$ cat src/hdl/ile_pkg.sv
`timescale 1ns / 1ps
package ile_pkg;

  localparam int CAPACITY = 64;
  localparam int SLOT_W   = $clog2(CAPACITY);
  // count, index and length share the 7-bit field width
  localparam int CNT_W    = 7;
  localparam int ACT_W    = 3;
  localparam int DATA_W   = 8;
  localparam int ST_W     = 2;

  localparam logic [CNT_W-1:0] CAP_COUNT = CNT_W'(CAPACITY);

  localparam logic [ACT_W-1:0] ACT_APPEND = 3'd0;
  localparam logic [ACT_W-1:0] ACT_INSERT = 3'd1;
  localparam logic [ACT_W-1:0] ACT_REMOVE = 3'd2;
  localparam logic [ACT_W-1:0] ACT_READ   = 3'd3;
  localparam logic [ACT_W-1:0] ACT_CLEAR  = 3'd4;

  localparam logic [ST_W-1:0] ST_OK        = 2'd0;
  localparam logic [ST_W-1:0] ST_BAD_INDEX = 2'd1;
  localparam logic [ST_W-1:0] ST_FULL      = 2'd2;

  typedef enum logic [1:0] {
    DSRC_ZERO,
    DSRC_VALUE,
    DSRC_CHAR
  } dsrc_t;

  typedef struct packed {
    logic            take_in;
    logic            alloc;
    logic            walk_step;
    logic            fetch;
    logic            ins_first;
    logic            ins_head;
    logic            ins_tail;
    logic            link_new;
    logic            link_prev;
    logic            rem_fin;
    logic            clear;
    logic            data_ld;
    dsrc_t           data_src;
    logic            out_ld;
    logic [ST_W-1:0] out_status;
  } ile_cmd_t;

  typedef struct packed {
    logic [CNT_W-1:0] count;
    logic             out_free;
  } ile_stat_t;

endpackage

$ cat src/hdl/ile_if.sv
`timescale 1ns / 1ps
interface ile_in_if import ile_pkg::*; ();
  logic              valid;
  logic              ready;
  logic [ACT_W-1:0]  action;
  logic [CNT_W-1:0]  index;
  logic [DATA_W-1:0] value;

  modport source (output valid, action, index, value, input ready);
  modport sink   (input valid, action, index, value, output ready);
endinterface

interface ile_out_if import ile_pkg::*; ();
  logic              valid;
  logic              ready;
  logic [ST_W-1:0]   status;
  logic [DATA_W-1:0] data_out;
  logic [CNT_W-1:0]  length;

  modport source (output valid, status, data_out, length, input ready);
  modport sink   (input valid, status, data_out, length, output ready);
endinterface

$ cat src/hdl/ile_datapath.sv
`timescale 1ns / 1ps
module ile_datapath import ile_pkg::*; (
  input  logic              clk,
  input  logic              rst_n,
  input  logic [DATA_W-1:0] in_value,
  input  ile_cmd_t          cmd,
  output ile_stat_t         stat,
  output logic              out_valid,
  input  logic              out_ready,
  output logic [ST_W-1:0]   out_status,
  output logic [DATA_W-1:0] out_data,
  output logic [CNT_W-1:0]  out_length
);

  logic [DATA_W-1:0] char_mem  [CAPACITY];
  logic [SLOT_W-1:0] link_mem  [CAPACITY];
  logic [SLOT_W-1:0] stack_mem [CAPACITY];

  logic [DATA_W-1:0] char_q_r;
  logic [SLOT_W-1:0] link_q_r;
  logic [SLOT_W-1:0] stack_q_r;

  logic [SLOT_W-1:0] head_r, last_r, prev_r, victim_r, ns_r;
  logic [CNT_W-1:0]  count_r, sp_r, hw_r;
  logic              at_head_r;
  logic [DATA_W-1:0] val_r, res_data_r;
  logic              out_valid_r;
  logic [ST_W-1:0]   out_status_r;
  logic [DATA_W-1:0] out_data_r;
  logic [CNT_W-1:0]  out_length_r;

  logic [SLOT_W-1:0] cur;
  logic [SLOT_W-1:0] ns_pick;
  logic [CNT_W-1:0]  sp_dec;
  logic              link_we;
  logic [SLOT_W-1:0] link_waddr, link_wdata;

  // slot at the current walk position
  assign cur     = at_head_r ? head_r : link_q_r;
  // recycled slots first, then never-used ones
  assign ns_pick = (sp_r != '0) ? stack_q_r : hw_r[SLOT_W-1:0];
  assign sp_dec  = sp_r - 1'b1;

  always_comb begin
    link_we    = 1'b0;
    link_waddr = ns_r;
    link_wdata = head_r;
    priority if (cmd.ins_head) begin
      link_we    = 1'b1;
      link_waddr = ns_r;
      link_wdata = head_r;
    end else if (cmd.ins_tail) begin
      link_we    = 1'b1;
      link_waddr = last_r;
      link_wdata = ns_r;
    end else if (cmd.link_new) begin
      link_we    = 1'b1;
      link_waddr = ns_r;
      link_wdata = cur;
    end else if (cmd.link_prev) begin
      link_we    = 1'b1;
      link_waddr = prev_r;
      link_wdata = ns_r;
    end else if (cmd.rem_fin && !at_head_r) begin
      link_we    = 1'b1;
      link_waddr = prev_r;
      link_wdata = link_q_r;
    end else begin
      link_we    = 1'b0;
    end
  end

  always_ff @(posedge clk) begin
    if (link_we) begin
      link_mem[link_waddr] <= link_wdata;
    end
    if (cmd.walk_step || cmd.fetch) begin
      link_q_r <= link_mem[cur];
    end
  end

  always_ff @(posedge clk) begin
    if (cmd.alloc) begin
      char_mem[ns_pick] <= val_r;
    end
    if (cmd.fetch) begin
      char_q_r <= char_mem[cur];
    end
  end

  // free slot stack, top always read out
  always_ff @(posedge clk) begin
    if (cmd.rem_fin) begin
      stack_mem[sp_r[SLOT_W-1:0]] <= victim_r;
    end
    stack_q_r <= stack_mem[sp_dec[SLOT_W-1:0]];
  end

  always_ff @(posedge clk) begin
    if (!rst_n) begin
      head_r      <= '0;
      last_r      <= '0;
      count_r     <= '0;
      sp_r        <= '0;
      hw_r        <= '0;
      at_head_r   <= 1'b1;
      out_valid_r <= 1'b0;
    end else begin
      if (cmd.take_in) begin
        at_head_r <= 1'b1;
      end
      if (cmd.walk_step) begin
        at_head_r <= 1'b0;
      end
      if (cmd.alloc) begin
        if (sp_r != '0) begin
          sp_r <= sp_r - 1'b1;
        end else begin
          hw_r <= hw_r + 1'b1;
        end
      end
      if (cmd.ins_first) begin
        head_r  <= ns_r;
        last_r  <= ns_r;
        count_r <= count_r + 1'b1;
      end
      if (cmd.ins_head) begin
        head_r  <= ns_r;
        count_r <= count_r + 1'b1;
      end
      if (cmd.ins_tail) begin
        last_r  <= ns_r;
        count_r <= count_r + 1'b1;
      end
      if (cmd.link_prev) begin
        count_r <= count_r + 1'b1;
      end
      if (cmd.rem_fin) begin
        sp_r    <= sp_r + 1'b1;
        count_r <= count_r - 1'b1;
        if (count_r == CNT_W'(1)) begin
          head_r <= '0;
          last_r <= '0;
        end else if (at_head_r) begin
          head_r <= link_q_r;
        end else if (victim_r == last_r) begin
          last_r <= prev_r;
        end
      end
      if (cmd.clear) begin
        head_r  <= '0;
        last_r  <= '0;
        count_r <= '0;
        sp_r    <= '0;
        hw_r    <= '0;
      end
      if (cmd.out_ld) begin
        out_valid_r <= 1'b1;
      end else if (out_ready) begin
        out_valid_r <= 1'b0;
      end
    end
  end

  always_ff @(posedge clk) begin
    if (cmd.take_in) begin
      val_r <= in_value;
    end
    if (cmd.walk_step) begin
      prev_r <= cur;
    end
    if (cmd.fetch) begin
      victim_r <= cur;
    end
    if (cmd.alloc) begin
      ns_r <= ns_pick;
    end
    if (cmd.data_ld) begin
      unique case (cmd.data_src)
        DSRC_VALUE: res_data_r <= val_r;
        DSRC_CHAR:  res_data_r <= char_q_r;
        default:    res_data_r <= '0;
      endcase
    end
    if (cmd.out_ld) begin
      out_status_r <= cmd.out_status;
      out_data_r   <= res_data_r;
      out_length_r <= count_r;
    end
  end

  assign stat.count    = count_r;
  assign stat.out_free = !out_valid_r || out_ready;

  assign out_valid  = out_valid_r;
  assign out_status = out_status_r;
  assign out_data   = out_data_r;
  assign out_length = out_length_r;

endmodule

$ cat src/hdl/ile_ctrl.sv
`timescale 1ns / 1ps
module ile_ctrl import ile_pkg::*; (
  input  logic             clk,
  input  logic             rst_n,
  input  logic             in_valid,
  output logic             in_ready,
  input  logic [ACT_W-1:0] in_action,
  input  logic [CNT_W-1:0] in_index,
  input  ile_stat_t        stat,
  output ile_cmd_t         cmd
);

  localparam int STATE_W = 4;
  localparam logic [STATE_W-1:0] S_IDLE   = 4'd0;
  localparam logic [STATE_W-1:0] S_DECODE = 4'd1;
  localparam logic [STATE_W-1:0] S_PLACE  = 4'd2;
  localparam logic [STATE_W-1:0] S_WALK   = 4'd3;
  localparam logic [STATE_W-1:0] S_LNEW   = 4'd4;
  localparam logic [STATE_W-1:0] S_LPREV  = 4'd5;
  localparam logic [STATE_W-1:0] S_FETCH  = 4'd6;
  localparam logic [STATE_W-1:0] S_REM    = 4'd7;
  localparam logic [STATE_W-1:0] S_RDFIN  = 4'd8;
  localparam logic [STATE_W-1:0] S_FINISH = 4'd9;

  logic [STATE_W-1:0] state_r, state_nxt;
  logic [ACT_W-1:0]   act_r, act_nxt;
  logic [CNT_W-1:0]   pos_r, pos_nxt;
  logic [ST_W-1:0]    status_r, status_nxt;

  always_comb begin
    state_nxt  = state_r;
    act_nxt    = act_r;
    pos_nxt    = pos_r;
    status_nxt = status_r;
    cmd        = '0;
    in_ready   = 1'b0;
    unique case (state_r)
      S_IDLE: begin
        in_ready = 1'b1;
        if (in_valid) begin
          cmd.take_in = 1'b1;
          act_nxt     = in_action;
          pos_nxt     = in_index;
          status_nxt  = ST_OK;
          state_nxt   = S_DECODE;
        end
      end
      S_DECODE: begin
        cmd.data_ld  = 1'b1;
        cmd.data_src = DSRC_ZERO;
        state_nxt    = S_FINISH;
        unique case (act_r)
          ACT_APPEND, ACT_INSERT: begin
            if (act_r == ACT_INSERT && pos_r > stat.count) begin
              status_nxt = ST_BAD_INDEX;
            end else if (stat.count == CAP_COUNT) begin
              status_nxt = ST_FULL;
            end else begin
              cmd.alloc    = 1'b1;
              cmd.data_src = DSRC_VALUE;
              state_nxt    = S_PLACE;
              if (act_r == ACT_APPEND) begin
                pos_nxt = stat.count;
              end
            end
          end
          ACT_REMOVE, ACT_READ: begin
            if (pos_r >= stat.count) begin
              status_nxt = ST_BAD_INDEX;
            end else begin
              state_nxt = S_WALK;
            end
          end
          ACT_CLEAR: begin
            cmd.clear = 1'b1;
          end
          default: begin
            cmd.data_src = DSRC_ZERO;
          end
        endcase
      end
      S_PLACE: begin
        priority if (stat.count == '0) begin
          cmd.ins_first = 1'b1;
          state_nxt     = S_FINISH;
        end else if (pos_r == '0) begin
          cmd.ins_head = 1'b1;
          state_nxt    = S_FINISH;
        end else if (pos_r == stat.count) begin
          cmd.ins_tail = 1'b1;
          state_nxt    = S_FINISH;
        end else begin
          state_nxt = S_WALK;
        end
      end
      S_WALK: begin
        // one link per cycle from the head
        if (pos_r != '0) begin
          cmd.walk_step = 1'b1;
          pos_nxt       = pos_r - 1'b1;
        end else if (act_r == ACT_INSERT) begin
          state_nxt = S_LNEW;
        end else begin
          state_nxt = S_FETCH;
        end
      end
      S_LNEW: begin
        cmd.link_new = 1'b1;
        state_nxt    = S_LPREV;
      end
      S_LPREV: begin
        cmd.link_prev = 1'b1;
        state_nxt     = S_FINISH;
      end
      S_FETCH: begin
        cmd.fetch = 1'b1;
        state_nxt = (act_r == ACT_REMOVE) ? S_REM : S_RDFIN;
      end
      S_REM: begin
        cmd.rem_fin  = 1'b1;
        cmd.data_ld  = 1'b1;
        cmd.data_src = DSRC_CHAR;
        state_nxt    = S_FINISH;
      end
      S_RDFIN: begin
        cmd.data_ld  = 1'b1;
        cmd.data_src = DSRC_CHAR;
        state_nxt    = S_FINISH;
      end
      S_FINISH: begin
        // wait only if the previous result is still held
        if (stat.out_free) begin
          cmd.out_ld     = 1'b1;
          cmd.out_status = status_r;
          state_nxt      = S_IDLE;
        end
      end
      default: begin
        state_nxt = S_IDLE;
      end
    endcase
  end

  always_ff @(posedge clk) begin
    if (!rst_n) begin
      state_r <= S_IDLE;
    end else begin
      state_r <= state_nxt;
    end
  end

  always_ff @(posedge clk) begin
    act_r    <= act_nxt;
    pos_r    <= pos_nxt;
    status_r <= status_nxt;
  end

endmodule

$ cat src/hdl/indexed_list_engine.sv
`timescale 1ns / 1ps
// Indexed list engine: holds an ordered list of up to 64 characters as linked
// nodes in on-chip memory and serves one request per transaction (append,
// insert, remove or read at an index, clear), returning one result with a
// status, a character and the list length. Requests are handled one at a
// time; the input is ready again once the previous result sits in the output
// register. Clear, bad-index, full and unused-action requests go from decode
// straight to the result; append and insert at the head or tail link the new
// node directly. Insert in the middle, remove and read walk the link memory
// from the head one node per cycle (one registered link read per step), so
// their time grows with the index. A stalled output delays the result.
module indexed_list_engine import ile_pkg::*; (
  input logic      clk,
  input logic      rst_n,
  ile_in_if.sink   in_chan,
  ile_out_if.source out_chan
);

  ile_cmd_t  cmd;
  ile_stat_t stat;

  ile_ctrl u_ctrl (
    .clk      (clk),
    .rst_n    (rst_n),
    .in_valid (in_chan.valid),
    .in_ready (in_chan.ready),
    .in_action(in_chan.action),
    .in_index (in_chan.index),
    .stat     (stat),
    .cmd      (cmd)
  );

  ile_datapath u_datapath (
    .clk       (clk),
    .rst_n     (rst_n),
    .in_value  (in_chan.value),
    .cmd       (cmd),
    .stat      (stat),
    .out_valid (out_chan.valid),
    .out_ready (out_chan.ready),
    .out_status(out_chan.status),
    .out_data  (out_chan.data_out),
    .out_length(out_chan.length)
  );

endmodule
$ cat src/flat_wrapper.sv
// flat-port wrapper written by rule: the top's interface ports become plain ports
module indexed_list_engine_flat import ile_pkg::*;
  (clk, rst_n, in_chan_valid, in_chan_action, in_chan_index, in_chan_value, in_chan_ready, out_chan_valid, out_chan_status, out_chan_data_out, out_chan_length, out_chan_ready);
  ile_in_if in_chan_i ();
  ile_out_if out_chan_i ();
  input logic clk;
  input logic rst_n;
  input wire logic [$bits(in_chan_i.valid)-1:0] in_chan_valid;
  input wire logic [$bits(in_chan_i.action)-1:0] in_chan_action;
  input wire logic [$bits(in_chan_i.index)-1:0] in_chan_index;
  input wire logic [$bits(in_chan_i.value)-1:0] in_chan_value;
  output wire logic [$bits(in_chan_i.ready)-1:0] in_chan_ready;
  output wire logic [$bits(out_chan_i.valid)-1:0] out_chan_valid;
  output wire logic [$bits(out_chan_i.status)-1:0] out_chan_status;
  output wire logic [$bits(out_chan_i.data_out)-1:0] out_chan_data_out;
  output wire logic [$bits(out_chan_i.length)-1:0] out_chan_length;
  input wire logic [$bits(out_chan_i.ready)-1:0] out_chan_ready;
  assign in_chan_i.valid = in_chan_valid;
  assign in_chan_i.action = in_chan_action;
  assign in_chan_i.index = in_chan_index;
  assign in_chan_i.value = in_chan_value;
  assign in_chan_ready = in_chan_i.ready;
  assign out_chan_valid = out_chan_i.valid;
  assign out_chan_status = out_chan_i.status;
  assign out_chan_data_out = out_chan_i.data_out;
  assign out_chan_length = out_chan_i.length;
  assign out_chan_i.ready = out_chan_ready;
  indexed_list_engine u_core (.clk(clk), .rst_n(rst_n), .in_chan(in_chan_i), .out_chan(out_chan_i));
endmodule
$ cat config.mk
export PLATFORM = sky130hd
export DESIGN_NAME = indexed_list_engine_flat
export DESIGN_NICKNAME = d
export VERILOG_FILES = /design/src/hdl/ile_pkg.sv /design/src/hdl/ile_if.sv /design/src/hdl/ile_datapath.sv /design/src/hdl/ile_ctrl.sv /design/src/hdl/indexed_list_engine.sv /design/src/flat_wrapper.sv
export SDC_FILE = /design/constraint.sdc
export NUM_CORES = 2
export LEC_CHECK = 0
export ABC_CLOCK_PERIOD_IN_PS = 6000
export BUFFER_PORTS_ARGS = -buffer_cell sky130_fd_sc_hd__buf_2
export CORE_MARGIN = 2
export CORE_UTILIZATION = 38
export DETAILED_ROUTE_END_ITERATION = 8
export PLACE_DENSITY_LB_ADDON = 0.2
export SETUP_SLACK_MARGIN = 0.5
export SYNTH_ARGS = -nofsm -noshare
export SYNTH_HDL_FRONTEND = slang
export SYNTH_SLANG_ARGS = --single-unit
export TNS_END_PERCENT = 1
$ cat constraint.sdc
create_clock -name clk -period 6 [get_ports clk]
set_input_delay 0.3 -clock clk [delete_from_list [all_inputs] [get_ports clk]]
set_output_delay 0.3 -clock clk [all_outputs]
set_load 0.005 [all_outputs]
==> out/qor.csv <==
metric,value,unit
pwr dens,302.8,nW/um2
layout cells sized above 1,10.09,%
CP startpoint,u_core.u_ctrl.state_r[3],
number of synthesized flops with an enable pin,1357,
post-synth top area share,64.26,%
GRT Total Usage,20.88,%
P_leak,23.04,nW
initial antenna violation count,0,
Num CTS Buffers,155,
htree depth,4,
Int Power,16.69,mW
Combinational Power Share,5.4,%
Max Cap Viol,0,
Clock Skews,30.95,ps
WP buf/inv,0,
sequential share of power,50.8,%
CTS tree,done,
#FFs+latches synth,1401,
Fillers,14932,
Worst R2R End,u_core.u_datapath.link_mem[51][4],
worst path cell trace,or4b_1 > a31oi_2 > nand2_1 > o22ai_2 > nand2b_4 > or2_2 > nor3_1,
Hold Startpoint,in_chan_action[0],
Routability Congestion,0.8647,
Hold Path Class,in -> reg,
FF-to-FF path depth,7,
Critical Path Start Type,register,
Post-Synthesis Cell Area,63410,um2
Most used DFF post-synth,edfxtp_1,
synthesis-to-finish area growth,12.39,%
Least-Margin Pin Slew,1283,ps
Post-synth ARST share,0,%
largest net degree at the start of global routing,185,
Final Hold Viols,0,
crit path time final,4474,ps
"Reg clk slew, reported paths",60,ps
CP Class,reg -> reg,
Via Count,41565,
Top Family by Delay on Critical Path,simple AND/OR/NAND/NOR gates,
setup_tns,0,ps
CP max-delay cell,nor3_1,
first-pass GRT wire length,265600,um
Chip Width,412.5,um
outcome,completed,
final WL,180500,um
register area share after synthesis,65.65,%
DRT antenna net count,0,
Routed wire per std cell,24.85,um
maximum clock path buffer count,3,
CTS Hold Bufs,21,
cell taking the most area after synthesis,edfxtp_1,
clk sinks,1401,
Crit path largest cell delay,780,ps
Synth Instances,4971,
initial core utilization,38.35,%
Slew headroom,14.15,%
Reg area,41640,um2
crit path DAT,4890,ps
DRC errors left,0,
Clock power frac,43.8,%
R2R Path Start,u_core.u_ctrl.state_r[3],
vias in the first global route,39868,
Final HPWL DP,108600,um
die height,412.5,um
NetSw,4.892,mW
grt total ovfl,0,
Mean Syn Cell Area,12.76,um2
Synth warnings,0,
Ports,41,
Final setup viols,0,
Port Buffers,40,
sw frac,22.67,%
cell row count,149,
final period utilization,74.56,%
DR pass1 iterations,6,
setup bufs post-CTS,0,
Nets,4988,
r2r setup slk,1530,ps
synth top area cells,"edfxtp_1, nand2b_1, a22oi_1",
Placement Setup Slack,1629,ps
multi-input logic area,20140,um2
Resize count post-CTS,0,
"Worst Setup Slack, final",1526,ps
Crit. End Element,register,
Iteration-0 DRC Markers,4342,
die area,170200,um2
RSZ-0062 raised after global routing,no,
Syn Nets,5010,
Hold Path Stages,2,
Worst Path Max Fanout,22,
Peak VDD IR,0.3145,mV
Required @ worst endpoint,6420,ps
Achievable Freq,0.2235,GHz
number of distinct library cells after synthesis,73,
Worst-Skew Late Latency,800,ps
WHS,267.8,ps
core area,165400,um2
fin. max-slew vios,0,
Hold EP,u_core.u_ctrl.act_r[0],
Via density,5.722,
Root Driver,clkbuf_16,
## registers in the layout, indices dropped and copies added, names as in the netlist, 4 cells and up
register                      flops
u_core.u_datapath.char_mem      512
u_core.u_ctrl.pos_r               7
u_core.u_datapath.link_q_r        6
u_core.u_datapath.victim_r        6
u_core.u_datapath.count_r         7
u_core.u_datapath.res_data_r      8
u_core.u_datapath.stack_q_r       6
u_core.u_datapath.prev_r          6
u_core.u_datapath.ns_r            6
u_core.u_datapath.head_r          6
u_core.u_ctrl.state_r             4
u_core.u_datapath.out_length      7
u_core.u_datapath.last_r          6
u_core.u_datapath.sp_r            7
u_core.u_datapath.char_q_r        8
u_core.u_datapath.link_mem      384
u_core.u_datapath.val_r           8
u_core.u_datapath.hw_r            6
u_core.u_datapath.out_data        8
u_core.u_datapath.stack_mem     384
## metrics by stage
stage | utilization (%) | instances | power [mW] | instance area, um2
floorplan | - | 4971 | 11.80 | 63410
global placement | 39.93 | 6960 | 12.31 | 66040
detailed placement | 39.93 | 6960 | 12.32 | 66040
CTS | 43.10 | 7263 | 21.75 | 71270
global route | 43.10 | 7263 | 22.22 | 71270
finish | 43.10 | 7264 | 21.58 | 71270
## power by group through the flow
stage | Combinational, mW | Clock [mW] | Sequential [mW]
after floorplan | 0.611 | 0 | 11.2
after global placement | 1.14 | 0 | 11.2
after detailed placement | 1.15 | 0 | 11.2
after CTS | 1.16 | 9.62 | 11.0
after global routing | 1.25 | 10.0 | 11.0
final | 1.16 | 9.46 | 11.0
## cells in the mapped netlist, drive strengths merged (115+ instances only)
| cell type | n |
|---|---|
| nand2b | 687 |
| nand2 | 115 |
| a21oi | 257 |
| nor2 | 340 |
| inv | 141 |
| o22ai | 215 |
| and2 | 120 |
| clkbuf | 277 |
| a22oi | 354 |
| edfxtp | 1357 |
| o21ai | 416 |
| nor3 | 134 |
## layout by cell type (no fill, tap or decap), types with 15 or more instances in the layout
| cell | count |
|---|---|
| o22ai_1 | 212 |
| or3_1 | 25 |
| clkbuf_16 | 158 |
| mux2i_1 | 18 |
| edfxtp_1 | 1357 |
| o21ai_0 | 414 |
| dlygate4sd3_1 | 21 |
| buf_2 | 40 |
| clkbuf_1 | 39 |
| nor2_1 | 329 |
| nand2_1 | 114 |
| nand3_1 | 68 |
| nand2b_1 | 686 |
| a21oi_1 | 250 |
| buf_4 | 73 |
| xnor2_1 | 15 |
| ha_1 | 16 |
| a22oi_1 | 354 |
| clkinv_1 | 26 |
| clkinv_2 | 21 |
| mux4_2 | 108 |
| nor4_1 | 18 |
| o31ai_1 | 16 |
| o31a_1 | 15 |
| dfxtp_1 | 42 |
| and2_1 | 107 |
| inv_1 | 141 |
| a211oi_1 | 15 |
| nand4_1 | 42 |
| nor3_1 | 133 |
## worst reg2reg max path: cells and delay by family (launching register included)
kind / cells / cell delay, ps
AO/OA/AOI/OAI: 2 / 1210
AND/OR/NAND/NOR: 5 / 2390
flip-flops: 1 / 500
## area by class of cell
class | instances | area share, %
flip-flops and latches | 1401 | 58.42
inverters | 141 | 0.7426
diodes | 1 | 0.003511
clock inverters | 76 | 1.124
clock buffers | 206 | 5.927
multi-input cells | 3104 | 28.26
well taps | 2189 | 3.843
repair buffers | 146 | 1.682
## per-layer routing
metal	part of all wire, %	vias to the layer above	track usage [%]
li1	-	18799	-
met1	44	21135	28.74
met2	47	1365	33.74
met3	5.9	266	3.349
met4	3.0	0	6.733
met5	0	-	0
## logic make-up after synthesis
group | count (synthesis) | synth area share (%)
simple gates | 1595 | 13.72
flops | 1401 | 65.65
compound gates | 1331 | 12.82
buf+inv | 466 | 2.835
mux | 135 | 4.280
xor+xnor | 26 | 0.3591
fa+ha+maj | 17 | 0.3354
## how the worst max path moves through the flow
stage,endpoint,slack [ps],cells past startpoint
finish,u_core.u_datapath.link_mem[51][4],1530,7
global placement,u_core.u_datapath.link_mem[51][2],1670,8
detailed placement,u_core.u_datapath.link_mem[51][2],1630,7
global route,u_core.u_datapath.link_mem[51][4],1160,7
floorplan,u_core.u_datapath.link_mem[0][3],980,8
CTS,u_core.u_datapath.link_mem[51][0],1620,7
(Power assumes the default switching activity.)
